## src/hw/rtl/bfx_pkg.sv

```systemverilog
// Package for the tape-machine to x86-64 code emitter.
// Holds operation codes, status codes, sizes and the item structs.
// No dependencies.
`default_nettype none
package bfx_pkg;

  localparam int unsigned CodeBytesDefault = 65536;
  localparam int unsigned LoopDepthDefault = 256;

  typedef enum logic [3:0] {
    OP_START  = 4'd0,
    OP_LEFT1  = 4'd1,
    OP_RIGHT1 = 4'd2,
    OP_LEFTN  = 4'd3,
    OP_RIGHTN = 4'd4,
    OP_ZERO   = 4'd5,
    OP_INC    = 4'd6,
    OP_DEC    = 4'd7,
    OP_ADDN   = 4'd8,
    OP_SUBN   = 4'd9,
    OP_OPEN   = 4'd10,
    OP_CLOSE  = 4'd11,
    OP_PRINT  = 4'd12,
    OP_INPUT  = 4'd13,
    OP_FINISH = 4'd14,
    OP_BAD    = 4'd15
  } op_t;

  typedef enum logic [2:0] {
    ST_OK        = 3'd0,
    ST_UNKNOWN   = 3'd1,
    ST_STACKFULL = 3'd2,
    ST_UNMATCHED = 3'd3,
    ST_BUFFULL   = 3'd4
  } status_t;

  localparam logic [1:0] REG_TAPE = 2'd0;
  localparam logic [1:0] REG_OUT  = 2'd1;
  localparam logic [1:0] REG_PUTC = 2'd2;
  localparam logic [1:0] REG_GETC = 2'd3;

  typedef struct packed {
    logic [3:0]  func;
    logic [31:0] operand;
  } in_item_t;

  typedef struct packed {
    logic        byte_valid;
    logic [15:0] byte_address;
    logic [7:0]  code_byte;
    logic        is_patch;
    logic [2:0]  status;
    logic        last;
  } out_item_t;

  // Classified job handed from the front to the back.
  typedef struct packed {
    op_t         op;
    logic [31:0] operand;
    logic [2:0]  status;     // non-ok: emit a single error result
    logic [31:0] base;       // first code position
    logic [31:0] slot;       // jz displacement position for close
    logic [5:0]  count;      // number of code bytes
  } job_t;

  // Byte i of operation op.
  function automatic logic [7:0] op_byte(input op_t op, input logic [5:0] i,
                                         input logic [63:0] rega,
                                         input logic [63:0] regb,
                                         input logic [31:0] opnd,
                                         input logic [31:0] disp);
    logic [7:0] b;
    b = 8'h00;
    case (op)
      OP_START: begin
        if (i == 6'd0) b = 8'h53;
        else if (i == 6'd1) b = 8'h51;
        else if (i == 6'd2) b = 8'h52;
        else if (i == 6'd3 || i == 6'd13 || i == 6'd23) b = 8'h48;
        else if (i == 6'd4) b = 8'hB9;
        else if (i == 6'd14) b = 8'hBB;
        else if (i == 6'd24) b = 8'hBA;
        else if (i >= 6'd5 && i <= 6'd12) b = rega[8*(i-6'd5) +: 8];
        else b = 8'h00;
      end
      OP_LEFT1:  b = (i == 6'd0) ? 8'h48 : (i == 6'd1) ? 8'hFF : 8'hCA;
      OP_RIGHT1: b = (i == 6'd0) ? 8'h48 : (i == 6'd1) ? 8'hFF : 8'hC2;
      OP_LEFTN, OP_RIGHTN: begin
        if (i == 6'd0) b = 8'h48;
        else if (i == 6'd1) b = 8'h81;
        else if (i == 6'd2) b = (op == OP_LEFTN) ? 8'hEA : 8'hC2;
        else b = opnd[8*(i-6'd3) +: 8];
      end
      OP_ZERO: b = (i == 6'd0) ? 8'hC6 : (i == 6'd1) ? 8'h04 :
                   (i == 6'd2) ? 8'h11 : 8'h00;
      OP_INC: b = (i == 6'd0) ? 8'hFE : (i == 6'd1) ? 8'h04 : 8'h11;
      OP_DEC: b = (i == 6'd0) ? 8'hFE : (i == 6'd1) ? 8'h0C : 8'h11;
      OP_ADDN, OP_SUBN: begin
        if (i == 6'd0) b = 8'h80;
        else if (i == 6'd1) b = (op == OP_ADDN) ? 8'h04 : 8'h2C;
        else if (i == 6'd2) b = 8'h11;
        else b = opnd[7:0];
      end
      OP_OPEN, OP_CLOSE: begin
        if (i == 6'd0) b = 8'h80;
        else if (i == 6'd1) b = 8'h3C;
        else if (i == 6'd2) b = 8'h11;
        else if (i == 6'd3) b = 8'h00;
        else if (i == 6'd4) b = 8'h0F;
        else if (i == 6'd5) b = (op == OP_OPEN) ? 8'h84 : 8'h85;
        else b = (op == OP_OPEN) ? 8'h00 : disp[8*(i-6'd6) +: 8];
      end
      OP_PRINT: begin
        if (i == 6'd0) b = 8'h52;
        else if (i == 6'd1) b = 8'h51;
        else if (i == 6'd2) b = 8'h40;
        else if (i == 6'd3) b = 8'h8A;
        else if (i == 6'd4) b = 8'h3C;
        else if (i == 6'd5) b = 8'h11;
        else if (i == 6'd6 || i == 6'd16) b = 8'h48;
        else if (i == 6'd7) b = 8'hBE;
        else if (i == 6'd17) b = 8'hBB;
        else if (i >= 6'd8 && i <= 6'd15) b = rega[8*(i-6'd8) +: 8];
        else if (i >= 6'd18 && i <= 6'd25) b = regb[8*(i-6'd18) +: 8];
        else if (i == 6'd26) b = 8'hFF;
        else if (i == 6'd27) b = 8'hD3;
        else if (i == 6'd28) b = 8'h59;
        else b = 8'h5A;
      end
      OP_INPUT: begin
        if (i == 6'd0) b = 8'h52;
        else if (i == 6'd1) b = 8'h51;
        else if (i == 6'd2) b = 8'h48;
        else if (i == 6'd3) b = 8'hBB;
        else if (i >= 6'd4 && i <= 6'd11) b = rega[8*(i-6'd4) +: 8];
        else if (i == 6'd12) b = 8'hFF;
        else if (i == 6'd13) b = 8'hD3;
        else if (i == 6'd14) b = 8'h59;
        else if (i == 6'd15) b = 8'h5A;
        else if (i == 6'd16) b = 8'h88;
        else if (i == 6'd17) b = 8'h04;
        else b = 8'h11;
      end
      OP_FINISH: b = (i == 6'd0) ? 8'h5A : (i == 6'd1) ? 8'h59 :
                     (i == 6'd2) ? 8'h5B : 8'hC3;
      default: b = 8'h00;
    endcase
    return b;
  endfunction

  function automatic logic [5:0] op_len(input op_t op);
    logic [5:0] n;
    case (op)
      OP_START:  n = 6'd33;
      OP_LEFT1, OP_RIGHT1, OP_INC, OP_DEC: n = 6'd3;
      OP_LEFTN, OP_RIGHTN: n = 6'd7;
      OP_ZERO, OP_ADDN, OP_SUBN, OP_FINISH: n = 6'd4;
      OP_OPEN, OP_CLOSE: n = 6'd10;
      OP_PRINT:  n = 6'd30;
      OP_INPUT:  n = 6'd19;
      default:   n = 6'd0;
    endcase
    return n;
  endfunction

endpackage
`default_nettype wire

```

## src/hw/rtl/bfx_back.sv

```systemverilog
// Back end: sequences a job into addressed result bytes, one per cycle while the result channel takes them.
// Depends on bfx_pkg.
`default_nettype none
module bfx_back (
  input  wire logic          clk,
  input  wire logic          rst,
  input  wire logic          job_valid,
  output logic               job_ready,
  input  wire bfx_pkg::job_t job,
  input  wire logic [63:0]   tape_base,
  input  wire logic [63:0]   out_stream_handle,
  input  wire logic [63:0]   putc_entry,
  input  wire logic [63:0]   getchar_entry,
  output logic               res_valid,
  input  wire logic          res_ready,
  output bfx_pkg::out_item_t res
);
  import bfx_pkg::*;

  logic [5:0]  idx;
  logic        err;
  logic        patching;
  logic        lst;
  logic [31:0] disp;
  logic [31:0] patch;
  logic [63:0] rega;
  logic [63:0] regb;
  logic [1:0]  pidx;
  out_item_t   cur;
  logic        adv;

  assign err   = job.status != ST_OK;
  assign disp  = job.slot - job.base - 32'd6;
  assign patch = job.base + 32'd6 - job.slot;
  assign pidx  = idx[1:0];
  assign adv   = job_valid && (!res_valid || res_ready);

  always_comb begin
    rega = tape_base;
    regb = putc_entry;
    if (job.op == OP_PRINT) rega = out_stream_handle;
    else if (job.op == OP_INPUT) rega = getchar_entry;
  end

  always_comb begin
    cur = '0;
    lst = 1'b0;
    if (err) begin
      cur.status = job.status;
      cur.last   = 1'b1;
      lst        = 1'b1;
    end else if (patching) begin
      cur.byte_valid   = 1'b1;
      cur.byte_address = 16'(job.slot + 32'(pidx));
      cur.code_byte    = patch[8*pidx +: 8];
      cur.is_patch     = 1'b1;
      lst              = pidx == 2'd3;
      cur.last         = lst;
    end else begin
      cur.byte_valid   = 1'b1;
      cur.byte_address = 16'(job.base + 32'(idx));
      cur.code_byte    = op_byte(job.op, idx, rega, regb, job.operand, disp);
      cur.last = (idx == job.count - 6'd1) && job.op != OP_CLOSE;
      lst      = cur.last;
    end
  end

  // Pop the job when its final byte is staged.
  assign job_ready = adv && lst;

  always_ff @(posedge clk) begin
    if (adv) res <= cur;
  end

  always_ff @(posedge clk) begin
    if (rst) begin
      res_valid <= 1'b0;
      idx       <= '0;
      patching  <= 1'b0;
    end else begin
      if (res_ready) res_valid <= 1'b0;
      if (adv) begin
        res_valid <= 1'b1;
        if (lst) begin
          idx <= '0;
          patching <= 1'b0;
        end else if (!patching && job.op == OP_CLOSE && idx == job.count - 6'd1) begin
          idx <= '0;
          patching <= 1'b1;
        end else begin
          idx <= idx + 6'd1;
        end
      end
    end
  end
endmodule
`default_nettype wire

```

## config.mk

```make
export PLATFORM = sky130hd
export DESIGN_NAME = bfx_back
export DESIGN_NICKNAME = d
export VERILOG_FILES = /design/src/hw/rtl/bfx_pkg.sv /design/src/hw/rtl/bfx_back.sv
export SDC_FILE = /design/constraint.sdc
export NUM_CORES = 1
export LEC_CHECK = 0
export BUFFER_PORTS_ARGS = -buffer_cell sky130_fd_sc_hd__buf_4
export CAP_MARGIN = 15
export CELL_PAD_IN_SITES_DETAIL_PLACEMENT = 0
export CELL_PAD_IN_SITES_GLOBAL_PLACEMENT = 1
export CORE_ASPECT_RATIO = 1.5
export CORE_MARGIN = 2
export CORE_UTILIZATION = 34
export CTS_BUF_LIST = sky130_fd_sc_hd__clkbuf_4
export DETAILED_ROUTE_END_ITERATION = 8
export PLACE_DENSITY_LB_ADDON = 0.3
export SKIP_CTS_REPAIR_TIMING = 1
export SLEW_MARGIN = 20
export SYNTH_ARGS = -nofsm -noshare
export SYNTH_HDL_FRONTEND = slang
export SYNTH_SLANG_ARGS = --single-unit
```

## constraint.sdc

```tcl
create_clock -name clk -period 4.3 [get_ports clk]
set_input_delay 0.645 -clock clk [delete_from_list [all_inputs] [get_ports clk]]
set_output_delay 0.645 -clock clk [all_outputs]
set_load 0.03 [all_outputs]
```

== Word-level counts from Yosys, hierarchy flattened ==
Index checks and enable logic that the tools add are counted.

* Register bits after elaboration: 38
* Latch bits: 0
* RAM bits: 0
* Memory bits (read-only): 0
* Bits of input ports: 369
* Logic and storage cells: 173
* Memories: 0

* Add/subtract/negate cells: 14
* Multipliers: 0
* Div/mod/pow operators: 0
* Magnitude comparators: 8
* Equal/unequal tests: 35
* Shift-type cells: 7
* Muxes and demuxes: 76
* Bitwise logic cells: 0
* Reductions and logical operators: 24

{| class="wikitable"
|+ Operator list
! kind !! count
|-
| $mux 8 || 52
|-
| $shiftx 64x33->8 || 4
|-
| $mux 64 || 2
|-
| $pmux 8 s12 || 1
|-
| $shiftx 32x33->8 || 2
|-
| $sub 32x32->32 || 2
|-
| $eq 6x5->1 const B || 7
|-
| $mux 6 || 6
|-
| $add 32x3->32 const B || 1
|-
| $shiftx 32x6->8 || 1
|-
| $sub 32x3->32 const B || 1
|-
| $eq 4x4->1 const B || 7
|-
| $mux 5 || 5
|-
| $eq 6x3->1 const B || 4
|-
| $eq 6x4->1 const B || 4
|-
| $mux 24 || 1
|-
| $sub 6x3->7 const B || 3
|-
| $le 6x4->1 const B || 3
|-
| $add 16x2->16 || 1
|-
| $add 16x6->16 || 1
|-
| $eq 4x3->1 const B || 4
|-
| $eq 6x2->1 const B || 2
|-
| $ge 6x3->1 const B || 2
|-
| $logic_and 1x1->1 || 9
|-
| 24 further kinds || 39
|}

== Longest topological paths before layout ==
* Word-level depth: 17
* Mapped depth: 18

== Worst setup path before layout ==
Ideal clock, no wire load.

* Path kind: reg-to-reg
* Start point: register idx[1]
* End point: register res[6] (netlist bit), data pin
* Setup time: 0.273 ns
* Arrival: 3.735 ns
* Slack: 0.292 ns
* Stages on the path, launching flop included: 16
* Path buffers: 6
* Cells stage by stage: dfxtp_1 > buf_2 > buf_2 > inv_1 > buf_2 > clkbuf_1 > ha_1 > buf_2 > buf_1 > mux4_2 > inv_1 > o21ai_0 > nand3_1 > a21oi_1 > nor4_1 > o211ai_1

* Cells in the longest elaborated chain, start to end: 17
* Elaborated cells between the ends (all ways): 102
* Classes of those cells: 6 x add/sub; 8 x order compare; 18 x eq/ne; 7 x shift; 55 x mux; 8 x reduce/logical

{| class="wikitable"
|+ Ends and longest elaborated chain
! what !! line !! text
|-
| start, declared || bfx_back.sv:20 || <nowiki>logic [5:0] idx;</nowiki>
|-
| start signal, assigned || bfx_back.sv:91 || <nowiki>idx <= idx + 6'd1;</nowiki>
|-
| branches (longest 16 deep; another with $sub 6x5->7) || -- ||
|-
| $mux 24 (*) || bfx_back.sv:52 || <nowiki>end else if (patching) begin</nowiki>
|-
| end signal, assigned || bfx_back.sv:72 || <nowiki>if (adv) res <= cur;</nowiki>
|-
| end, declared || bfx_back.sv:16 || <nowiki>output bfx_pkg::out_item_t res</nowiki>
|}

Mark *: on every way between the ends.
A chain may end at the register's enable or synchronous reset.

== Final worst setup path ==
Same ends and word-level chain as after synthesis.

==> reports/results.env <==
CLK_LATENCY_PS=390
FILLERINSTANCES=3550
SYNTH_TOP_FAMILY_BY_AREA='compound AO/OA/AOI/OAI gates'
DRIVE_ABOVE_1_SHARE_PCT=30.5
CELLLEAKAGEPOWER_uW=0.00698
DIE_W_UM=156
FLOORPLAN.ROWS=83
CTS_TREE='yes'
DIE-AREA_SQ_UM=36100
DIE_H_UM=232
FINALWIRELENGTH_UM=56900
TIGHTESTPINTRANSITION_PS=828
CRITPATHCAPTURETYPE='flop'
CRITPATHKIND='flop to flop'
GRT_START_MAX_NET_PINS=79
GLOBAL_ROUTE.OVERFLOW_TOTAL=0
FINALMAXSLEWVIOLATIONS=0
POST_SYNTH_FA_HA_MAJ_AREA_FRACTION_PCT=13.3
MULTI_INPUT_GATE_AREA_IN_THE_FINAL_LAYOUT_SQ_UM=9710
SEQ_AREA_FRAC_SYNTH_PCT=9.03
RSZ0062_AT_GRT='no'
PLACE_WORST_SETUP_SLACK_PS=81.3
PORT_BUFFERS=400
SYNTHSIMPLEGATEAREAFRAC_PCT=19.7
MAIN_FLOP_TYPE_AFTER_SYNTHESIS='edfxtp_1'
YOSYS-MUX-AREA-FRACTION_PCT=13.5
CLK_ROOT_BUFFER_CELL='clkbuf_4'
GRT_PASS1_WL_UM=84000
ROUTED_WIRE_LENGTH_PER_INSTANCE_UM=23.7
SYNTH_FP_NETS=2054
NUMBER_OF_ITERATIONS_IN_THE_FIRST_DETAILED_ROUTING_PASS=7
MAX-VDD-IR-DROP_mV=0.183
FINALSETUPVIOLATIONS=0
SLEW-LIMIT-HEADROOM_PCT=44.6
YS_SEQ_ELEMENTS=38
CRITICAL_PATH.STARTPOINT_TYPE='flop'
DRT.ANTENNA.VIOLATING_NETS=0
PATH_CLK_SLEW_PS=140
REQUIRED_PS=4450
CP_MAX_FO=12
MAX_FREQ_MHz=261
POWER_PER_CELL_AREA_nW_PER_UM2=164
AREAGROWTHSYNTHTOFINISH_PCT=33.5
NNETSFINAL=2462
WORSTPATHARRIVAL_PS=3980
POST_SYNTH_INST_COUNT=1563
CTS.SINKS=38
SYNTH.CELL_AREA_SQ_UM=11700
FINAL_CELL_AREA_SQ_UM=15700
CLOCK_TREE.HTREE_LEVEL_COUNT=2
MAXIMUM_BUFFER_DEPTH_OF_THE_CLOCK_TREE=2
MAXCAPVIOLATIONS=0
SYNTHTOPCELLSBYAREA='ha_1, mux4_2, edfxtp_1'
FIRST_GLOBAL_VIAS=14500
GLOBAL_ROUTE.USAGE.TOTAL_PCT=30.5
SYNTH_XOR_XNOR_AREA_SHARE_PCT=6.64
IOS=401
ROUTE.DETAILED.DRC=0
YOSYS.AREA.TOP_TYPE_SHARE_PCT=12.6
FINAL_HOLD_VIOL_COUNT=0
WORST_CLOCK_SKEW_PS=9.55
POST_DP_CELL_AREA_SQ_UM=15600
YOSYSTOPAREACELL='ha_1'
VIAS_PER_CELL=5.94
SYNTH_ENABLE_FLOP_CELLS=30
FINAL_TNS_SETUP_PS=0
SYNTH_ASYNC_SR_FLOP_SHARE_PCT=0
CTS-BUFFERS-INSERTED=5
VIAS=14300
YS.WARNINGS.COUNT=0
FINAL_CRITICAL_PATH_SETUP_SLACK_PS=471
INITIAL_ANTENNA_VIOLATION_COUNT=1
SYNTHDISTINCTLIBCELLS=93
FINAL_MIN_PERIOD_OVER_CLOCK_PERIOD_PCT=89.1
STATUS='complete, no violations'
SYNTH_COMPOUND_AREA_SHARE_PCT=29.4
FINALCRITICALPERIOD_PS=3830
PLACER_CONGESTION=1.02
HPWLAFTERDP_UM=48600
SYN-MEAN-INSTANCE-AREA_SQ_UM=7.51
REGISTER_AREA_SQ_UM=1070
DR.FIRST_ITER.DRC_COUNT=950
CORE_REGION_AREA_SQ_UM=34200
FLOORPLAN.INITIALDENSITY_PCT=34.4
MIN-DELAY-PATH-CLASS='input port to flop'
==> layer usage <==
layer | global-route usage [%] | vias up | routed length (um)
met2 | 58.5 | 663 | 30400
met5 | 0 | - | 0
met1 | 31.0 | 6726 | 19300
met4 | 18.8 | 0 | 3920
li1 | - | 6693 | -
met3 | 3.66 | 169 | 3250
==> worst paths after layout <==
kind | from | end | slack (ps) | cells past startpoint
hold / removal | job[72] | res[3] | 420 | 1
hold reg to reg | res_valid | res_valid | 510 | 2
setup / recovery | idx[1] | res[6] | 470 | 12
setup reg to reg | idx[1] | res[6] | 470 | 12
==> cell families (layout without fill, tap and decap cells) <==
| family | Yosys count | in the layout |
|---|---|---|
| simple gates | 482 | 482 |
| other cells | 0 | 1 |
| mux | 93 | 93 |
| xor+xnor | 89 | 89 |
| compound gates | 512 | 512 |
| flops | 38 | 38 |
| fa+ha+maj | 122 | 122 |
| buf+inv | 227 | 636 |
==> cell usage after synthesis (8+ instances only) <==
master	n
mux2i_1	34
buf_2	34
nand2b_1	16
o221ai_1	12
or3_1	9
a21oi_1	101
o21ai_0	137
nor2b_1	19
nor3_1	43
dfxtp_1	8
a21o_1	27
o21a_1	10
a31oi_1	19
buf_1	11
nor2_1	133
o211ai_1	20
o21ai_1	9
a221o_1	37
nand3_1	47
and3_1	16
nand2_1	128
nand4_1	12
nand3b_1	10
edfxtp_1	30
nor4_1	13
buf_4	8
inv_1	126
a221oi_1	10
clkbuf_1	38
xor2_1	30
o22ai_1	18
xnor2_1	59
mux4_2	52
ha_1	118
a211oi_1	31
==> layout make-up <==
type / instances / share of cell area, %
sequential: 38 / 6.80
clock inverter: 3 / 0.439
clock buffer: 5 / 0.239
multi-input combinational: 1298 / 61.9
timing repair buffer: 500 / 24.2
antenna: 1 / 0.0160
inverter: 128 / 3.06
tap: 425 / 3.39
==> flip-flops by register name (all words and copies together), names as in the netlist <==
register   count
res           30
patching       1
res_valid      1
idx            6
==> critical path, stage by stage (launching register included) <==
cell and delay (ps):
dfxtp_2 400, inv_1 190, ha_2 320, buf_4 230, nand4bb_1 370, buf_4 310
nand3_1 190, nor2_1 120, a2111oi_0 440, a21oi_1 210, nor4_1 510, buf_4 200
o211ai_1 90
==> power breakdown <==
group          internal [uW]  total, uW  leakage (uW)  switching (uW)
combinational            834       1810       0.00655             976
sequential               415        425      0.000365            9.54
clock                    182        339     0.0000554             157
==> metrics by stage <==
step | utilization, % | total power (uW) | hold WS (ps) | std cells
after floorplan | - | 1490 | 617 | 1563
after global placement | 45.6 | 2220 | 486 | 2389
after detailed placement | 45.6 | 2230 | 492 | 2389
after CTS | 45.9 | 2570 | 409 | 2397
after global routing | 45.9 | 2730 | 421 | 2398
final | 45.9 | 2570 | 424 | 2398
==> cell usage in the layout (no fill, tap or decap), types with 18 or more instances in the layout <==
master	count
mux2i_1	34
a221o_1	37
nor3_1	43
nand3_1	47
edfxtp_1	30
inv_1	126
a21oi_1	101
ha_1	117
a31oi_1	19
nor2_1	133
xor2_1	30
a211oi_1	31
buf_4	497
a21o_1	27
o211ai_1	20
mux4_2	52
o22ai_1	18
nor2b_1	19
o21ai_0	137
nand2_1	128
xnor2_1	59
Power figures use the tool's default switching activity.
