--- config.mk ---
export PLATFORM = sky130hd
export DESIGN_NAME = bfx_queue
export DESIGN_NICKNAME = d
export VERILOG_FILES = /design/src/hw/rtl/bfx_pkg.sv /design/src/hw/rtl/bfx_queue.sv
export SDC_FILE = /design/constraint.sdc
export NUM_CORES = 1
export LEC_CHECK = 0
export BUFFER_PORTS_ARGS = -buffer_cell sky130_fd_sc_hd__buf_4
export CORE_MARGIN = 5
export CORE_UTILIZATION = 45
export CTS_BUF_LIST = sky130_fd_sc_hd__clkbuf_8 sky130_fd_sc_hd__clkbuf_16
export CTS_CLUSTER_DIAMETER = 50
export DETAILED_ROUTE_END_ITERATION = 8
export PLACE_DENSITY = 0.73
export SLEW_MARGIN = 20
export SYNTH_ARGS = -nofsm -noshare
export SYNTH_HDL_FRONTEND = slang
export SYNTH_SLANG_ARGS = --single-unit
--- constraint.sdc ---
create_clock -name clk -period 7.1 [get_ports clk]
set_input_delay 1.775 -clock clk [delete_from_list [all_inputs] [get_ports clk]]
set_output_delay 1.775 -clock clk [all_outputs]
set_load 0.02 [all_outputs]
--- src/hw/rtl/bfx_pkg.sv ---
// Package for the tape-machine to x86-64 code emitter.
// Holds operation codes, status codes, sizes and the item structs.
// No dependencies.
`default_nettype none
package bfx_pkg;

  localparam int unsigned CodeBytesDefault = 65536;
  localparam int unsigned LoopDepthDefault = 256;

  typedef enum logic [3:0] {
    OP_START  = 4'd0,
    OP_LEFT1  = 4'd1,
    OP_RIGHT1 = 4'd2,
    OP_LEFTN  = 4'd3,
    OP_RIGHTN = 4'd4,
    OP_ZERO   = 4'd5,
    OP_INC    = 4'd6,
    OP_DEC    = 4'd7,
    OP_ADDN   = 4'd8,
    OP_SUBN   = 4'd9,
    OP_OPEN   = 4'd10,
    OP_CLOSE  = 4'd11,
    OP_PRINT  = 4'd12,
    OP_INPUT  = 4'd13,
    OP_FINISH = 4'd14,
    OP_BAD    = 4'd15
  } op_t;

  typedef enum logic [2:0] {
    ST_OK        = 3'd0,
    ST_UNKNOWN   = 3'd1,
    ST_STACKFULL = 3'd2,
    ST_UNMATCHED = 3'd3,
    ST_BUFFULL   = 3'd4
  } status_t;

  localparam logic [1:0] REG_TAPE = 2'd0;
  localparam logic [1:0] REG_OUT  = 2'd1;
  localparam logic [1:0] REG_PUTC = 2'd2;
  localparam logic [1:0] REG_GETC = 2'd3;

  typedef struct packed {
    logic [3:0]  func;
    logic [31:0] operand;
  } in_item_t;

  typedef struct packed {
    logic        byte_valid;
    logic [15:0] byte_address;
    logic [7:0]  code_byte;
    logic        is_patch;
    logic [2:0]  status;
    logic        last;
  } out_item_t;

  // Classified job handed from the front to the back.
  typedef struct packed {
    op_t         op;
    logic [31:0] operand;
    logic [2:0]  status;     // non-ok: emit a single error result
    logic [31:0] base;       // first code position
    logic [31:0] slot;       // jz displacement position for close
    logic [5:0]  count;      // number of code bytes
  } job_t;

  // Byte i of operation op.
  function automatic logic [7:0] op_byte(input op_t op, input logic [5:0] i,
                                         input logic [63:0] rega,
                                         input logic [63:0] regb,
                                         input logic [31:0] opnd,
                                         input logic [31:0] disp);
    logic [7:0] b;
    b = 8'h00;
    case (op)
      OP_START: begin
        if (i == 6'd0) b = 8'h53;
        else if (i == 6'd1) b = 8'h51;
        else if (i == 6'd2) b = 8'h52;
        else if (i == 6'd3 || i == 6'd13 || i == 6'd23) b = 8'h48;
        else if (i == 6'd4) b = 8'hB9;
        else if (i == 6'd14) b = 8'hBB;
        else if (i == 6'd24) b = 8'hBA;
        else if (i >= 6'd5 && i <= 6'd12) b = rega[8*(i-6'd5) +: 8];
        else b = 8'h00;
      end
      OP_LEFT1:  b = (i == 6'd0) ? 8'h48 : (i == 6'd1) ? 8'hFF : 8'hCA;
      OP_RIGHT1: b = (i == 6'd0) ? 8'h48 : (i == 6'd1) ? 8'hFF : 8'hC2;
      OP_LEFTN, OP_RIGHTN: begin
        if (i == 6'd0) b = 8'h48;
        else if (i == 6'd1) b = 8'h81;
        else if (i == 6'd2) b = (op == OP_LEFTN) ? 8'hEA : 8'hC2;
        else b = opnd[8*(i-6'd3) +: 8];
      end
      OP_ZERO: b = (i == 6'd0) ? 8'hC6 : (i == 6'd1) ? 8'h04 :
                   (i == 6'd2) ? 8'h11 : 8'h00;
      OP_INC: b = (i == 6'd0) ? 8'hFE : (i == 6'd1) ? 8'h04 : 8'h11;
      OP_DEC: b = (i == 6'd0) ? 8'hFE : (i == 6'd1) ? 8'h0C : 8'h11;
      OP_ADDN, OP_SUBN: begin
        if (i == 6'd0) b = 8'h80;
        else if (i == 6'd1) b = (op == OP_ADDN) ? 8'h04 : 8'h2C;
        else if (i == 6'd2) b = 8'h11;
        else b = opnd[7:0];
      end
      OP_OPEN, OP_CLOSE: begin
        if (i == 6'd0) b = 8'h80;
        else if (i == 6'd1) b = 8'h3C;
        else if (i == 6'd2) b = 8'h11;
        else if (i == 6'd3) b = 8'h00;
        else if (i == 6'd4) b = 8'h0F;
        else if (i == 6'd5) b = (op == OP_OPEN) ? 8'h84 : 8'h85;
        else b = (op == OP_OPEN) ? 8'h00 : disp[8*(i-6'd6) +: 8];
      end
      OP_PRINT: begin
        if (i == 6'd0) b = 8'h52;
        else if (i == 6'd1) b = 8'h51;
        else if (i == 6'd2) b = 8'h40;
        else if (i == 6'd3) b = 8'h8A;
        else if (i == 6'd4) b = 8'h3C;
        else if (i == 6'd5) b = 8'h11;
        else if (i == 6'd6 || i == 6'd16) b = 8'h48;
        else if (i == 6'd7) b = 8'hBE;
        else if (i == 6'd17) b = 8'hBB;
        else if (i >= 6'd8 && i <= 6'd15) b = rega[8*(i-6'd8) +: 8];
        else if (i >= 6'd18 && i <= 6'd25) b = regb[8*(i-6'd18) +: 8];
        else if (i == 6'd26) b = 8'hFF;
        else if (i == 6'd27) b = 8'hD3;
        else if (i == 6'd28) b = 8'h59;
        else b = 8'h5A;
      end
      OP_INPUT: begin
        if (i == 6'd0) b = 8'h52;
        else if (i == 6'd1) b = 8'h51;
        else if (i == 6'd2) b = 8'h48;
        else if (i == 6'd3) b = 8'hBB;
        else if (i >= 6'd4 && i <= 6'd11) b = rega[8*(i-6'd4) +: 8];
        else if (i == 6'd12) b = 8'hFF;
        else if (i == 6'd13) b = 8'hD3;
        else if (i == 6'd14) b = 8'h59;
        else if (i == 6'd15) b = 8'h5A;
        else if (i == 6'd16) b = 8'h88;
        else if (i == 6'd17) b = 8'h04;
        else b = 8'h11;
      end
      OP_FINISH: b = (i == 6'd0) ? 8'h5A : (i == 6'd1) ? 8'h59 :
                     (i == 6'd2) ? 8'h5B : 8'hC3;
      default: b = 8'h00;
    endcase
    return b;
  endfunction

  function automatic logic [5:0] op_len(input op_t op);
    logic [5:0] n;
    case (op)
      OP_START:  n = 6'd33;
      OP_LEFT1, OP_RIGHT1, OP_INC, OP_DEC: n = 6'd3;
      OP_LEFTN, OP_RIGHTN: n = 6'd7;
      OP_ZERO, OP_ADDN, OP_SUBN, OP_FINISH: n = 6'd4;
      OP_OPEN, OP_CLOSE: n = 6'd10;
      OP_PRINT:  n = 6'd30;
      OP_INPUT:  n = 6'd19;
      default:   n = 6'd0;
    endcase
    return n;
  endfunction

endpackage
`default_nettype wire

--- src/hw/rtl/bfx_queue.sv ---
// Short job queue between front and back.
// Depends on bfx_pkg.
`default_nettype none
module bfx_queue (
  input  wire logic          clk,
  input  wire logic          rst,
  input  wire logic          wr_valid,
  output logic               wr_ready,
  input  wire bfx_pkg::job_t wr_job,
  output logic               rd_valid,
  input  wire logic          rd_ready,
  output bfx_pkg::job_t      rd_job
);
  import bfx_pkg::*;

  job_t       slots [4];
  logic [1:0] wp;
  logic [1:0] rp;
  logic [2:0] fill;

  assign wr_ready = fill != 3'd4;
  assign rd_valid = fill != 3'd0;
  assign rd_job   = slots[rp];

  always_ff @(posedge clk) begin
    if (wr_valid && wr_ready) slots[wp] <= wr_job;
  end

  always_ff @(posedge clk) begin
    if (rst) begin
      wp <= '0;
      rp <= '0;
      fill <= '0;
    end else begin
      if (wr_valid && wr_ready) wp <= wp + 2'd1;
      if (rd_valid && rd_ready) rp <= rp + 2'd1;
      fill <= fill + 3'(wr_valid && wr_ready) - 3'(rd_valid && rd_ready);
    end
  end
endmodule
`default_nettype wire

### Word level (Yosys, flattened, before mapping)

Memory sizes are Yosys's and may differ from the RTL's. A register that Yosys moved wholly into a read port is not among the register bits.
Cells that the tools add are included.

| storage, ports and cells | value |
|---|---|
| logic and storage cells | 16 |
| RAM bits | 436 |
| register bits after elaboration | 7 |
| memories | 1 |
| bits of input ports | 113 |
| output and inout port bits | 111 |

Memory list:

| memory | depth | bits a word | read ports | clocked after Yosys merged registers in | wr ports | RTL line | RTL |
|---|---|---|---|---|---|---|---|
| slots | 4 | 109 | 1 | 1 | 1 | bfx_queue.sv:16 | `job_t slots [4];` |

| cells by class | value |
|---|---|
| reductions and logical operators | 3 |
| equality and inequality tests | 1 |
| add/subtract/negate cells | 4 |
| mux-type cells | 4 |

Operators with widths:

| kind | number |
|---|---|
| $add 2x1->2 const B | 2 |
| $mux 2 | 2 |
| $add 3x1->3 | 1 |
| $ne 3x3->1 const B | 1 |
| $reduce_bool 3->1 | 1 |
| $sub 3x1->3 | 1 |
| $logic_and 1x1->1 | 2 |
| $mux 1 | 2 |

### Longest topological paths before layout

Gate-level depths: netlist of run 1.

| depth | value |
|---|---|
| word-level depth | 4 |
| gate-level depth with buffers | 11 |
| mapped depth without buffers | 11 |

### Worst setup path after synthesis of run 1

No wires, ideal clock.

| timing path | value |
|---|---|
| path type | input to register |
| from | in wr_valid |
| to | mem slots[0][0] (netlist name), enable pin |
| setup slack | 1.919 ns |
| cell stages on the path | 2 |
| required time | 6.620 ns |
| library setup time | 0.480 ns |
| buffers on the path | 0 |
| data arrival time | 4.701 ns |
| cell sequence | a21boi_1 > and2_1 |

| on the way | value |
|---|---|
| cells in the longest elaborated chain, start to end | 3 |

Ends and longest elaborated chain:

| item | RTL line | RTL |
|---|---|---|
| from (decl) | bfx_queue.sv:7 | `input wire logic wr_valid,` |
| $logic_and 1x1->1 | bfx_queue.sv:26 | `if (wr_valid && wr_ready) slots[wp] <= wr_job;` |
| $mux 1 | bfx_queue.sv:26 |  |
| $mux 1 (not written as such) | bfx_queue.sv:26 |  |
| to (decl) | bfx_queue.sv:16 |  |

No other way between the ends.

==> metrics.txt, run 1 <==
outcome finished, final reports clean; Final Hold Fails 0; synthesized area 16100 sq um; LEAKAGE between 6 and 7 nW; max-slew violation count 0; Root Buffer clkbuf_16; dpl cell area 18400 sq um; Iteration-0 DRC Markers 375; number of synthesized flops with an enable pin 436; reg-to-reg critical path startpoint fill[1]; grt total ovfl 0; deepest clock path buffer count 3; Tcrit/Tclk final 0.663; Yosys top cell area share 0.811; Synth warnings 0; peak supply drop 243 uV; drt first pass iters 4; Crit. End Element output port; Async SR Flop Fraction 0; Slew HR 0.377; non-filler cells, final 1372; skew final 9.46 ps; Die X 199 microns; WHS Path Cells 2; # hold bufs at CTS 0; Data required, critical path 5330 ps; # port buffers 223; Pwr Density 388 nW/um^2; Starting Density 0.455; area delta synth->final 23.5%; Hold Crit Start wp[1]; Total Routing Usage GR 0.157; DPL Wire Length 18900 microns; clock sink count roughly 450; Total Power 7.73 mW; Die Y 199 microns; critical path class flop to output port; total die area 39800 sq um; core area between 30000 and 40000 sq um; design area 19900 sq um; post-placement cell count 1287; share of layout cells above drive strength 1 0.458; largest area contributor in the netlist edfxtp_1; WHS 523 ps; post-route minimum period 4710 ps; CTS tree yes; Filler cells around 2600; max cap viols 0; multi-input logic area 2730 sq um; Vias 7253; Std-Cell Rows 69; Worst Hold End wp[1]; # DRC 0; Post-Syn Instances roughly 620; TritonCTS buffer count 47; Final Worst Setup Slack roughly 2400 ps; worst min path class flop to flop; WL final between 30000 and 40000 microns; DR WL/cell 22.9 microns; Critical Path AT slightly below 3000 ps; gp weighted congestion 0.706; Max FO, Critical Path 60; number of setup buffers added after CTS 0; clk_lat worst skew 540 ps; DP Worst Slack 2830 ps; Util after Layout 0.562; Distinct cells, synth 25; R2R setup slack between 4000 and 5000 ps; Yosys reg bits 445; sequential share of the synthesized area 0.822; CTS clock-pin slew for the worst setup and hold paths 60 ps; # IOs 224; routed vias/inst 5.29; RSZ-0062 raised after global routing no; most area-consuming cells after synthesis edfxtp_1 81%, mux4_2 15%, dfxtp_1 1.1%, ha_1 0.46%, buf_2 0.34%; initial antenna violation count 2; Tightest Pin Transition 934 ps; fmax 0.212 GHz; Syn Area/Cell 26.1 sq um; FF+latch area between 10000 and 15000 sq um; Worst R2R Path Depth 4; vias in the first global route 7884; pin count of the biggest net entering global routing 63; H-tree Lvls 2; syn_nets between 700 and 800; CP Launch Type flop; first-pass GRT wire length about 47000 microns; post-route ant nets 0; Net count, final ~1000; # resized after CTS 0; reg2reg end slots[0][19]; Fin Setup TNS 0 ps; endpoints failing setup 0; Top FF cell, synth edfxtp_1
==> worst max-delay path by stage <==
stage	start	endpoint	slack [ps]	depth (start not counted)
after global routing	flop	rd_job[91]	2180	4
after CTS	flop	rd_job[88]	2220	3
after floorplan	wr_valid	slots[0][0]	1920	2
final	flop	rd_job[99]	2390	3
after detailed placement	flop	rd_job[29]	2830	3
after global placement	flop	rd_job[73]	2820	3
==> cell type report <==
| class | count | area share |
|---|---|---|
| antenna | 2 | 0.000251 |
| clock buffer | 49 | 0.0615 |
| clock inverter | 33 | 0.0161 |
| inverter | 5 | 0.000941 |
| multi-input combinational | 143 | 0.137 |
| sequential | 445 | 0.666 |
| tap | 461 | 0.0289 |
| timing repair buffer | 234 | 0.0894 |
==> state kept, by name, summed over array words and instances (netlist names), named ones only <==
register  count
rp            2
slots       436
wp            2
fill          3
==> kinds of logic (layout without fill, tap and decap cells) <==
kind of cell / Yosys count / count (layout) / synth area share
compound gates: 3 / 3 / 0.00155
buf+inv: 30 / 321 / 0.00969
fa+ha+maj: 7 / 7 / 0.00589
xor+xnor: 3 / 3 / 0.00163
other cells: 0 / 2 / 0
simple gates: 19 / 19 / 0.00589
mux: 111 / 111 / 0.153
flops: 445 / 445 / 0.822
==> cell usage after synthesis (2+ instances only) <==
master,count
nor2_1,8
xor2_1,2
inv_1,5
ha_1,6
and2_1,5
buf_2,11
edfxtp_1,436
dfxtp_1,9
clkbuf_1,10
buf_6,2
nand2b_1,2
mux4_2,109
==> cell usage in the layout, fill, tap and decap left out, types with 3 or more instances in the layout <==
| cell | n |
|---|---|
| clkinv_2 | 6 |
| and2_4 | 4 |
| dfxtp_1 | 7 |
| clkinv_1 | 10 |
| inv_8 | 3 |
| ha_1 | 6 |
| edfxtp_1 | 436 |
| mux4_2 | 109 |
| clkbuf_16 | 49 |
| buf_4 | 232 |
| inv_1 | 11 |
| bufinv_16 | 6 |
| nor2_1 | 8 |
==> per-layer routing <==
| layer | wire length (microns) | track usage | part of all wire |
|---|---|---|---|
| met5 | 0 | 0 | 0 |
| met1 | 12600 | 0.206 | 0.40 |
| met3 | 2230 | 0.0411 | 0.071 |
| met4 | 738 | 0.0508 | 0.024 |
| met2 | 15800 | 0.261 | 0.50 |
==> critical path: stages (launching register included) <==
cell,delay [ps]
dfxtp_4,850
buf_4,840
mux4_2,450
buf_4,180
==> report_power, final <==
group / leakage, nW / internal (mW) / switching, mW
Sequential: 4.07 / 3.22 / 0.127
Clock: 0.787 / 1.47 / 0.950
Combinational: 1.85 / 0.909 / 1.05
Power figures use the tool's default switching activity.
==> run 2, diff against run 1 <==
--- a/config.mk
+++ b/config.mk
@@ -11,7 +11,7 @@
 export CTS_BUF_LIST = sky130_fd_sc_hd__clkbuf_8 sky130_fd_sc_hd__clkbuf_16
 export CTS_CLUSTER_DIAMETER = 50
 export DETAILED_ROUTE_END_ITERATION = 8
-export PLACE_DENSITY = 0.73
+export PLACE_DENSITY = 0.75
 export SLEW_MARGIN = 20
 export SYNTH_ARGS = -nofsm -noshare
 export SYNTH_HDL_FRONTEND = slang
==> constraint.sdc (replaced) <==
create_clock -name clk -period 4.31 [get_ports clk]
set_input_delay 1.0775 -clock clk [delete_from_list [all_inputs] [get_ports clk]]
set_output_delay 1.0775 -clock clk [all_outputs]
set_load 0.02 [all_outputs]
==> run 2 against run 1 <==
Utilization rose by 0.26 points. Register-to-register slack got worse by 2700 ps. Die area did not move. First-iteration DRC count rose by 14%. Non-clock buffer count rose by 7. Clock skew rose by 1.2 ps. Worst hold slack got worse by 5.4 ps. Clock power rose by 64%. Worst setup slack got worse by 1500 ps. Critical path type unchanged. Largest cell class unchanged.
==> metrics.txt, run 2 (same netlist as run 1, synthesis figures left out) <==
worst min path class flop to flop; biggest regs slots x436, fill x3; total die area 39800 sq um (unchanged); critical path endpoint rd_job[47]; commonest non-fill, non-tap cell in the layout edfxtp_1; dpl cell area 18500 sq um (+0.67%); reg-to-reg critical path startpoint fill[1]; register name with the most flops slots; # hold bufs at CTS 0 (unchanged); Pwr Density 637 nW/um^2 (+64%); gp weighted congestion 0.710 (+0.62%); share of layout cells above drive strength 1 0.464 (+0.00684); Tcrit/Tclk final 0.788; design area 20000 sq um (+0.47%); core area 35500 sq um (unchanged); first-pass GRT wire length 46900 microns (-0.44%); Iteration-0 DRC Markers 428 (+14%); critical path class flop to output port; deepest clock path buffer count 3 (unchanged); Die X 199 microns (unchanged); area delta synth->final 24.1%; Slew HR 0.502 (+0.125); number of setup buffers added after CTS 0 (unchanged); Root Buffer clkbuf_16; grt total ovfl 0 (unchanged); Filler cells 2596 (+0.12%); outcome finished, final reports clean; TritonCTS buffer count 47 (unchanged); most frequent cells in the layout 436 x edfxtp_1, 235 x buf_4, 109 x mux4_2, 49 x clkbuf_16, 13 x inv_1; CTS clock-pin slew for the worst setup and hold paths 60 ps (about the same); Total Routing Usage GR 0.157 (-0.000165); clk_lat worst skew 560 ps (+20 ps); pin count of the biggest net entering global routing 64 (+1.6%); post-placement cell count 1295 (+0.62%); FF+latch area 13300 sq um (unchanged); non-filler cells, final 1376 (+0.29%); vias in the first global route 7865 (-0.24%); RSZ-0062 raised after global routing no; # port buffers 223 (unchanged); multi-input logic area 2730 sq um (unchanged); max cap viols 0 (unchanged); Worst R2R Path Depth 11 (+7); DPL Wire Length 18800 microns (-0.88%); Tightest Pin Transition 747 ps (-187 ps); initial antenna violation count 1 (-1); # DRC 0 (unchanged); drt first pass iters 4 (unchanged); Vias 7279 (+0.36%); Die Y 199 microns (unchanged); CTS tree yes; WL final 31200 microns (-0.68%); R2R setup slack 1630 ps (-2670 ps); post-route minimum period about 3400 ps; Final Hold Fails 0 (unchanged); Starting Density 0.455 (unchanged); Util after Layout 0.565 (+0.00264); post-route ant nets 0 (unchanged); Final Worst Setup Slack 914 ps (-1480 ps); Total Power 12.8 mW (+65%); skew final 10.7 ps (+1.20 ps); H-tree Lvls 2 (unchanged); CP Launch Type flop; LEAKAGE 6.75 nW (+0.64%); Critical Path AT 2320 ps (-610 ps); # resized after CTS 0 (unchanged); # IOs 224 (unchanged); DP Worst Slack 1170 ps (-1660 ps); WHS 517 ps (-5.45 ps); Net count, final 1003 (+0.70%); DR WL/cell 22.7 microns (-0.97%); Std-Cell Rows 69 (unchanged); max reg flops 436 (unchanged); routed vias/inst 5.29 (about the same); fmax ~0.29 GHz; peak supply drop 494 uV (+100%); clock sink count 445 (unchanged); max-slew violation count 0 (unchanged); Crit. End Element output port; Fin Setup TNS 0 ps (unchanged); Data required, critical path 3230 ps (-2100 ps); Max FO, Critical Path 35 (-42%); endpoints failing setup 0 (unchanged); reg2reg end fill[2]; # diodes 0 (-2)
[run 2: cell count changes in the layout (fill, tap and decap cells not counted), moves of 3 or more]
cell        delta
buf_12         +4
clkinv_1       -5
clkinvlp_4     +3
buf_4          +3
[run 2: cell type report]
type	count	area share
clock buffer	50	0.0619
clock inverter	31	0.0152
inverter	5	0.000937
multi-input combinational	143	0.136
sequential	445	0.663
tap	461	0.0288
timing repair buffer	241	0.0941
[run 2: per-layer routing]
layer / vias up / track usage / share of wire
met4: 2 / 0.0450 / 0.017
met3: 38 / 0.0448 / 0.074
li1: 3171 / - / -
met2: 231 / 0.247 / 0.49
met1: 3837 / 0.220 / 0.42
met5: - / 0 / 0.00038
[run 2: how the worst min path moves through the flow]
stage | endpoint | from | cells after the start | slack [ps]
floorplan | wp[1] | wp[1] | 2 | 480
global placement | flop | rp[1] | 2 | 500
detailed placement | flop | rp[1] | 2 | 520
CTS | flop | rp[1] | 2 | 520
global route | flop | rp[1] | 2 | 570
finish | flop | rp[1] | 2 | 520
[run 2: critical path, stage by stage, from the launching register on]
cell and delay (ps):
dfxtp_4 360, buf_4 550, mux4_2 620, buf_4 180
[run 2: where the power goes]
part	leakage (nW)	internal, mW	switching (mW)
sequential	4.07	5.30	0.123
clock	0.780	2.38	1.59
combinational	1.90	1.52	1.84
total	6.75	9.20	3.55
==> run 3, diff against run 2 <==
==> constraint.sdc (replaced) <==
create_clock -name clk -period 2.8 [get_ports clk]
set_input_delay 0.7 -clock clk [delete_from_list [all_inputs] [get_ports clk]]
set_output_delay 0.7 -clock clk [all_outputs]
set_load 0.02 [all_outputs]
==> run 3 against run 2 <==
The run now ends with setup timing left. Register-to-register slack lost 1300 ps. Design area increased by 2.4%. Non-clock buffer count up 2. Critical path type unchanged.
==> metrics.txt, run 3 (same netlist as run 1, synthesis figures left out) <==
register name with the most flops slots; Final Worst Setup Slack -0.961 ps (-915 ps); peak supply drop 949 uV (+92%); first-pass GRT wire length 47500 microns (+1.2%); WL final 31300 microns (+0.34%); reg-to-reg critical path startpoint fill[1]; gp weighted congestion 0.706 (-0.58%); # DRC 0 (unchanged); Hold Crit Start wr_job[26]; max reg flops 436 (unchanged); # hold bufs at CTS 0 (unchanged); Max FO, Critical Path 48 (+37%); DP Worst Slack 315 ps (-853 ps); most frequent cells in the layout 436 x edfxtp_1, 138 x buf_4, 109 x mux4_2, 94 x buf_6, 47 x clkbuf_16; clock sink count 445 (unchanged); crit-path cells buf_16, mux4_2, buf_6; worst min path class input pin to flop; share of layout cells above drive strength 1 0.466 (+0.00197); Worst R2R Path Depth 11 (unchanged); H-tree Lvls 2 (unchanged); Total Power 20.3 mW (+59%); CTS tree yes; worst path bufs/invs 2 (unchanged); total die area 39800 sq um (unchanged); Root Buffer clkbuf_16; pin count of the biggest net entering global routing 76 (+19%); Net count, final 1005 (+0.20%); RSZ-0062 raised after global routing yes; Iteration-0 DRC Markers 331 (-23%); DPL Wire Length 18700 microns (-0.13%); Die Y 199 microns (unchanged); DR WL/cell 22.6 microns (-0.38%); # port buffers 223 (unchanged); design area 20500 sq um (+2.4%); Tightest Pin Transition 635 ps (-112 ps); Crit. End Element output port; post-route minimum period about 2800 ps; skew final 13.4 ps (+2.70 ps); Seq pwr share 0.412 (-0.013); slowest CP cell mux4_2; Die X 199 microns (unchanged); Critical Path AT 2100 ps (-220 ps); vias in the first global route 8092 (+2.9%); # IOs 224 (unchanged); critical path class flop to output port; core area 35500 sq um (unchanged); routed vias/inst 5.28 (-0.26%); max-slew violation count 0 (unchanged); Net Sw Power 5.63 mW (+59%); CP Launch Type flop; fmax approximately 0.36 GHz; WHS Path Cells 1 (-1); Data required, critical path 2100 ps (-1130 ps); outcome finished, violations left; Final Hold Fails 0 (unchanged); Sw Share 0.277 (-0.00105); grt total ovfl 0 (unchanged); deepest clock path buffer count 3 (unchanged); initial antenna violation count 1 (unchanged); max cap viols 0 (unchanged); Clock power frac 0.306 (-0.005); CTS clock-pin slew for the worst setup and hold paths 60 ps (about the same); Int Power 14.7 mW (+60%); Tcrit/Tclk final 1.00; R2R setup slack 380 ps (-1250 ps); TritonCTS buffer count 47 (unchanged); Slew HR 0.571 (+0.0692); Starting Density 0.455 (unchanged); biggest regs slots x436, fill x3; post-route ant nets 0 (unchanged); CP max stage delay 600 ps (-20 ps); family with the most delay on the worst path multiplexers; failing checks setup timing; Worst Hold End slots[3][26]; endpoints failing setup 2 (+2); Std-Cell Rows 69 (unchanged); area delta synth->final 27.0%; commonest non-fill, non-tap cell in the layout edfxtp_1; power share of the combinational group 0.282 (+0.018); clk_lat worst skew 570 ps (about the same); Vias 7313 (+0.47%); drt first pass iters 7 (+3); Util after Layout 0.578 (+0.0134); Pwr Density 991 nW/um^2 (+56%); reg2reg end fill[2]; dpl cell area 18600 sq um (+0.42%); Fin Setup TNS -1.88 ps (-1.88 ps); LEAKAGE 6.92 nW (+2.5%); Total Routing Usage GR 0.159 (+0.00167)
run 3: changes by cell type in the layout (fill, tap and decap cells not counted), sizes merged:
cell | before | now
inv | 15 | 17
buf | 241 | 243
clkinv | 13 | 20
diode | 0 | 1
clkbuf | 50 | 47
bufinv | 5 | 7
clkinvlp | 3 | 2
run 3: repair_timing:
action                     CTS  global route
setup endpoints to repair   87           109
gates resized for setup     86            10
setup buffers                0             0
run 3: stage by stage:
step / instances / hold slack [ps]
floorplan: 618 / 482
global placement: 1297 / 498
detailed placement: 1297 / 511
CTS: 1385 / 289
global route: 1385 / 299
finish: 1386 / 329
run 3: power groups by stage:
stage / Clock, mW / Sequential [mW] / Combinational, mW
after floorplan: 0 / 8.45 / 3.23
after global routing: 6.69 / 8.42 / 6.10
after CTS: 6.37 / 8.37 / 5.82
after global placement: 0 / 8.45 / 5.30
final: 6.21 / 8.37 / 5.74
after detailed placement: 0 / 8.50 / 5.32
run 3: worst max path at each step:
stage                     startpoint          end  slack, ps  depth (start not counted)
final                           flop   rd_job[74]         -1                          3
after CTS                       flop   rd_job[71]        -50                          3
after floorplan             wr_valid  slots[0][0]       -110                          2
after detailed placement    wr_valid      fill[2]        310                         11
after global routing            flop   rd_job[71]       -100                          3
after global placement      wr_valid      fill[2]        380                         11
run 3: final cells by class:
type | count | area (sq um)
Multi-Input combinational cell | 143 | 2730
Clock inverter | 41 | 397
Sequential cell | 445 | 13300
Inverter | 5 | 18.8
Fill cell | 2508 | 15000
Clock buffer | 47 | 1180
Timing Repair Buffer | 243 | 2330
Antenna cell | 1 | 2.50
Tap cell | 461 | 577
run 3: routing by layer:
metal,global-route usage,vias up,wire length [microns]
met5,0,-,0
met4,0.0596,0,983
met3,0.0408,64,2290
met2,0.264,233,15800
met1,0.205,3821,12300
li1,-,3195,-
